File: src/hdl/oaht_pkg.sv
// Shared widths, codes and controller/datapath handshake types of the hash table.
`timescale 1ns / 1ps

package oaht_pkg;

   localparam int OP_W     = 2;
   localparam int KEY_ID_W = 32;
   localparam int HASH_W   = 32;
   localparam int VALUE_W  = 64;
   localparam int STATUS_W = 2;
   localparam int MARK_W   = 2;
   localparam int LIMIT_W  = 8;
   localparam int USED_W   = 9;

   localparam logic [OP_W-1:0] OP_GET   = 2'd0;
   localparam logic [OP_W-1:0] OP_SET   = 2'd1;
   localparam logic [OP_W-1:0] OP_DEL   = 2'd2;
   localparam logic [OP_W-1:0] OP_CLEAR = 2'd3;

   localparam logic [STATUS_W-1:0] ST_OK   = 2'd0;
   localparam logic [STATUS_W-1:0] ST_MISS = 2'd1;
   localparam logic [STATUS_W-1:0] ST_FULL = 2'd2;

   localparam logic [MARK_W-1:0] MARK_EMPTY = 2'd0;
   localparam logic [MARK_W-1:0] MARK_LIVE  = 2'd1;
   localparam logic [MARK_W-1:0] MARK_TOMB  = 2'd2;

   localparam logic [LIMIT_W-1:0] LIMIT_RESET = 8'd192;

   typedef struct packed {
      logic capture;
      logic mod_mul;
      logic mod_sub;
      logic probe;
      logic sweep;
      logic finish;
   } ctrl_cmd_type;

   typedef struct packed {
      logic req_clear;
      logic probe_done;
      logic sweep_done;
      logic rsp_free;
   } ctrl_sts_type;

endpackage

File: src/hdl/oaht_ctrl.sv
// Controller state machine that sequences hashing, probing, clearing and the response.
`timescale 1ns / 1ps

module oaht_ctrl import oaht_pkg::*; (
   input  logic         clock,
   input  logic         reset,
   input  logic         req_valid,
   output logic         req_ready,
   input  ctrl_sts_type sts,
   output ctrl_cmd_type cmd
);

   localparam logic [2:0] S_WIPE    = 3'd0;
   localparam logic [2:0] S_IDLE    = 3'd1;
   localparam logic [2:0] S_MOD_MUL = 3'd2;
   localparam logic [2:0] S_MOD_SUB = 3'd3;
   localparam logic [2:0] S_PROBE   = 3'd4;
   localparam logic [2:0] S_CLEAR   = 3'd5;
   localparam logic [2:0] S_FINISH  = 3'd6;

   logic [2:0] state_ff;
   logic [2:0] state_in;

   always_comb begin
      state_in  = state_ff;
      cmd       = '0;
      req_ready = 1'b0;
      case (state_ff)
         S_WIPE: begin
            cmd.sweep = 1'b1;
            if (sts.sweep_done) state_in = S_IDLE;
         end
         S_IDLE: begin
            req_ready = 1'b1;
            if (req_valid) begin
               cmd.capture = 1'b1;
               state_in    = sts.req_clear ? S_CLEAR : S_MOD_MUL;
            end
         end
         S_MOD_MUL: begin
            cmd.mod_mul = 1'b1;
            state_in    = S_MOD_SUB;
         end
         S_MOD_SUB: begin
            cmd.mod_sub = 1'b1;
            state_in    = S_PROBE;
         end
         S_PROBE: begin
            cmd.probe = 1'b1;
            if (sts.probe_done) state_in = S_FINISH;
         end
         S_CLEAR: begin
            cmd.sweep = 1'b1;
            if (sts.sweep_done) state_in = S_FINISH;
         end
         S_FINISH: begin
            cmd.finish = 1'b1;
            if (sts.rsp_free) state_in = S_IDLE;
         end
         default: state_in = S_WIPE;
      endcase
   end

   always_ff @(posedge clock) begin
      if (reset) begin
         state_ff <= S_WIPE;
      end else begin
         state_ff <= state_in;
      end
   end

endmodule

File: config.mk
export PLATFORM = sky130hd
export DESIGN_NAME = oaht_ctrl
export DESIGN_NICKNAME = d
export VERILOG_FILES = /design/src/hdl/oaht_pkg.sv /design/src/hdl/oaht_ctrl.sv
export SDC_FILE = /design/constraint.sdc
export NUM_CORES = 1
export LEC_CHECK = 0
export BUFFER_PORTS_ARGS = -buffer_cell sky130_fd_sc_hd__buf_2
export CAP_MARGIN = 20
export CORE_AREA = 2 2 39 41
export DETAILED_ROUTE_END_ITERATION = 8
export DIE_AREA = 0 0 41 43
export REMOVE_ABC_BUFFERS = 1
export SLEW_MARGIN = 10
export SYNTH_ARGS = -nofsm -noshare
export SYNTH_HDL_FRONTEND = slang
export SYNTH_SLANG_ARGS = --single-unit
File: constraint.sdc
create_clock -name clock -period 3.7 [get_ports clock]
set_input_delay 0.185 -clock clock [delete_from_list [all_inputs] [get_ports clock]]
set_output_delay 0.185 -clock clock [all_outputs]
set_load 0.01 [all_outputs]
Word-level counts from Yosys, hierarchy flattened
Cells that the tools add are included.
{"block": "totals", "ff_bits": 3, "in_bits": 7, "word_cells": 30, "output_inout_bits": 7}
{"block": "classes", "muxes": 15, "n_reduce_logical": 3, "eq_ne": 11}
{"operator": "$pmux W3 S7", "n": 1}
{"operator": "$mux W3", "n": 6}
{"operator": "$ne A2 B2 Y1 const B", "n": 5}
{"operator": "$eq A3 B3 Y1 const B", "n": 3}
{"operator": "$mux W1", "n": 8}
{"operator": "$eq A3 B2 Y1 const B", "n": 2}
{"operator": "$reduce_and A5 Y1", "n": 1}
{"operator": "$eq A3 B1 Y1 const B", "n": 1}
{"operator": "$logic_not A3 Y1", "n": 1}
{"operator": "$reduce_or A2 Y1", "n": 1}

Logic depth before layout (Yosys ltp)
{"block": "logic_depth", "depth_word": 3, "depth_mapped": 5, "depth_no_buf": 4}

Worst setup path after synthesis
Ideal clock, no wire load.
{"block": "synth_path", "path_type": "flip-flop to flip-flop", "start": "reg state_ff[1]", "end": "reg state_ff[1]", "n_path_buf": 1, "period_less_slack_ps": 1227, "setup_ps": 86, "t_required_ps": 3614, "stages_incl_launch_ff": 6, "arrival_time_ps": 1141, "path_slack_ps": 2473, "path_cell_list": "dfxtp_1 > buf_4 > inv_2 > nor3_1 > a21oi_1 > a221oi_2"}
{"block": "synth_via", "elab_chain_len": 3, "word_cells_on_any_way": 14, "cone_classes": "eq/ne: 11; mux: 1; reduce/logical: 2"}
{"element": "start, declared", "line_no": "oaht_ctrl.sv:21", "source": "logic [2:0] state_ff;"}
{"element": "start signal, assigned", "line_no": "oaht_ctrl.sv:68", "source": "state_ff <= state_in;"}
{"element": "$eq A3 B3 Y1 (tied with other cells)", "line_no": "oaht_ctrl.sv:28", "source": "case (state_ff)"}
{"element": "$ne A2 B2 Y1 (no line)"}
{"element": "$reduce_and A5 Y1 (no line)"}
Several ways; a longest one is shown, not always the timed one.
A chain may end at the register's enable or synchronous reset.

==> results.ini <==
[clock_network]
post_cts_resized = 0
insertion_delay_ps = 230
clock_sinks = 3
cts_setup_buffers = 0
cts_root_buf = clkbuf_4
path_clk_slew_ps = 40
clock_path_buffers = 2
ctsHoldBuffers = 0
cts_tree = done
htreeDepth = 1
cts_buffers = 3

[worst_setup_path]
ff2ff_setup_slack_ps = 2280
reg2reg_depth = 4
cp-end-kind = output port
worst-path-max-fanout = 10
r2r-end = state_ff[0]$_SDFFE_PP0P_
slowest_stage = dfxtp_1
cp.arrival_ps = 1310
crit_family = flip-flops
critPathMaxStageDelay_ps = 540
path_buf_inv = 1
cp.required_ps = 3510
rr_startpoint = state_ff[2]$_SDFFE_PP0P_
worstSetupPathType = reg2out
worstPathCellList = nand2b_4, nor2_1, and2_1, buf_2
timing.critical_path.from_type = flop

[detailed_routing]
drt_iter0_drc = 6
vias = 313
drtAntennaViolNets = 0
wirelength_um = 631
vias_per_cell = 4.742
wl_per_cell_um = 9.561
first_pass_iters = 4
route.detailed.drc = 0

[pwr]
p_leak_nw = 0.1883
p_per_area_nw_per_um2 = 817.3
finalPower_uw = 319.1
ir_drop_mv = 0.2182

[synth]
yosys.area.top_type_share_pct = 19.67
synth-async-reset-ratio_pct = 0
netlist_top_cells_area = dfxtp_1, nand2b_4, a32o_1, a21oi_1, a221oi_2
synth_edf_count = 0
synthCells = 36
synth_commonest_cells = inv_1, nor2_1, a21oi_1, dfxtp_1
ys_warn_count = 0
avgSynthCellArea_um2 = 8.480
yosysTopAreaCell = dfxtp_1
synthFlopType = dfxtp_1
seq_area_frac_synth_pct = 19.67
yosys.cell_types.count = 22
syn_area_um2 = 305.3
synth-seq-cells = 3

[timing]
fin_ws_ps = 2201
max_slew_margin_pct = 74.83
finalHoldViolations = 0
layout_min_cycle_time_ps = 1499
finalSetupViolations = 0
fmax_ghz = 0.6672
slew_violations = 0
worst_pin_slew_ps = 377.0
rsz0062_at_grt = false
skew_ps = 2.987
period_share_pct = 40.51
setup_tns_ps = 0

[min_path]
min_to = state_ff[1]$_SDFFE_PP0P_
hold_depth = 3
min_from = reset
holdCritPathClass = in2reg

[global_routing]
antenna_found_initial = 0
grtUsageTotal_pct = 8.308
overflow = 0
grt_pass1_wl_um = 972
grt_pass1_vias = 254
grt_max_degree = 11

[placement]
dp_cells = 62
place.gp.congestion = 0.7432
io_buffers = 13
dp_slack_ps = 2295
hpwl_um = 535.4

[die]
die_h_um = 43
design.portCount = 14
rows = 14
initial_core_util_pct = 22.06
dieArea_um2 = 1763
core_area_um2 = 1384
die_x_um = 41

[finish]
antenna_cells = 0
reg_top3 = state_ff (3)
final_core_util_pct = 28.21
fin_cells = 66
layout-drive-gt1-share_pct = 46.00
regMostFlops = state_ff
largest_reg_flops = 3
n_fill_cell = 155
area_delta_synth_final_pct = 27.87
fin_nets = 58

[flow_run]
cap_violations = 0

[run_status]
status = complete, no violations

## worst max-delay path by stage
stage                     slack [ps]                     start                       end  cells past startpoint
after floorplan                 2400  state_ff[2]$_SDFFE_PP0P_  state_ff[0]$_SDFFE_PP0P_                      4
after global placement          2310  state_ff[2]$_SDFFE_PP0P_  state_ff[0]$_SDFFE_PP0P_                      4
after detailed placement        2290  state_ff[2]$_SDFFE_PP0P_  state_ff[0]$_SDFFE_PP0P_                      4
after CTS                       2200  state_ff[2]$_SDFFE_PP0P_                    cmd[5]                      4
after global routing            2120  state_ff[2]$_SDFFE_PP0P_                    cmd[5]                      4
final                           2200  state_ff[2]$_SDFFE_PP0P_                    cmd[5]                      4
## kinds of logic after synthesis
kind of cell,after synthesis,share of synthesized area [%]
buf+inv,8,14.75
flops,3,19.67
simple gates,11,25.41
compound gates,13,36.89
mux,1,3.279
## power by group
part	total [mW]	internal, mW	switching [mW]
clock network	0.0551	0.0403	0.0148
registers	0.0827	0.0470	0.0357
logic	0.181	0.0964	0.0848
total	0.319	0.184	0.135
## metrics by stage
stage / hold slack (ps) / instance area [um^2]
final: 283.5 / 390.4
after global routing: 299.1 / 390.4
after CTS: 272.8 / 390.4
after detailed placement: 517.2 / 364.1
after global placement: 520.4 / 364.1
after floorplan: 341.2 / 279.0
## placed cells by master, fill, tap and decap left out
cell       synthesis  layout
a211oi_1           1       1
and2_1             1       1
nor2_1             4       4
a32o_1             2       2
buf_2              0      13
o211ai_1           1       1
mux2i_1            1       1
a21oi_1            3       3
and3_2             1       1
clkbuf_1           0       1
o22ai_1            1       1
a221oi_2           1       1
a2bb2oi_2          1       1
nand2b_4           2       2
o21bai_1           1       1
dfxtp_1            3       3
nor3_1             2       2
o2111a_1           1       1
inv_1              4       4
inv_2              1       1
clkbuf_4           0       3
a21o_1             1       1
and3_4             1       1
## final cells by class
cell class | instances | area (um^2) | share of cell area (%)
timing repair buffer | 13 | 65.06 | 16.67
sequential | 3 | 60.06 | 15.38
multi-input combinational | 25 | 200.2 | 51.28
inverter | 5 | 18.77 | 4.808
clock buffer | 4 | 26.28 | 6.731
tap | 16 | 20.02 | 5.128
## tightest hold or removal path: cells and delay by family
| family | cells | cell delay, ps |
|---|---|---|
| AOI/OAI and AO/OA | 2 | 150 |
| buffers and inverters | 1 | 120 |
## per-layer routing
layer  up-vias  track usage (%)  wire, um
li1        160                -         -
met1       142            9.236       235
met2        11            12.19       339
met3         0            3.141        56
met4         0            6.000         0
met5         -                0         0
Note: power is estimated with default switching activity, not from simulation.
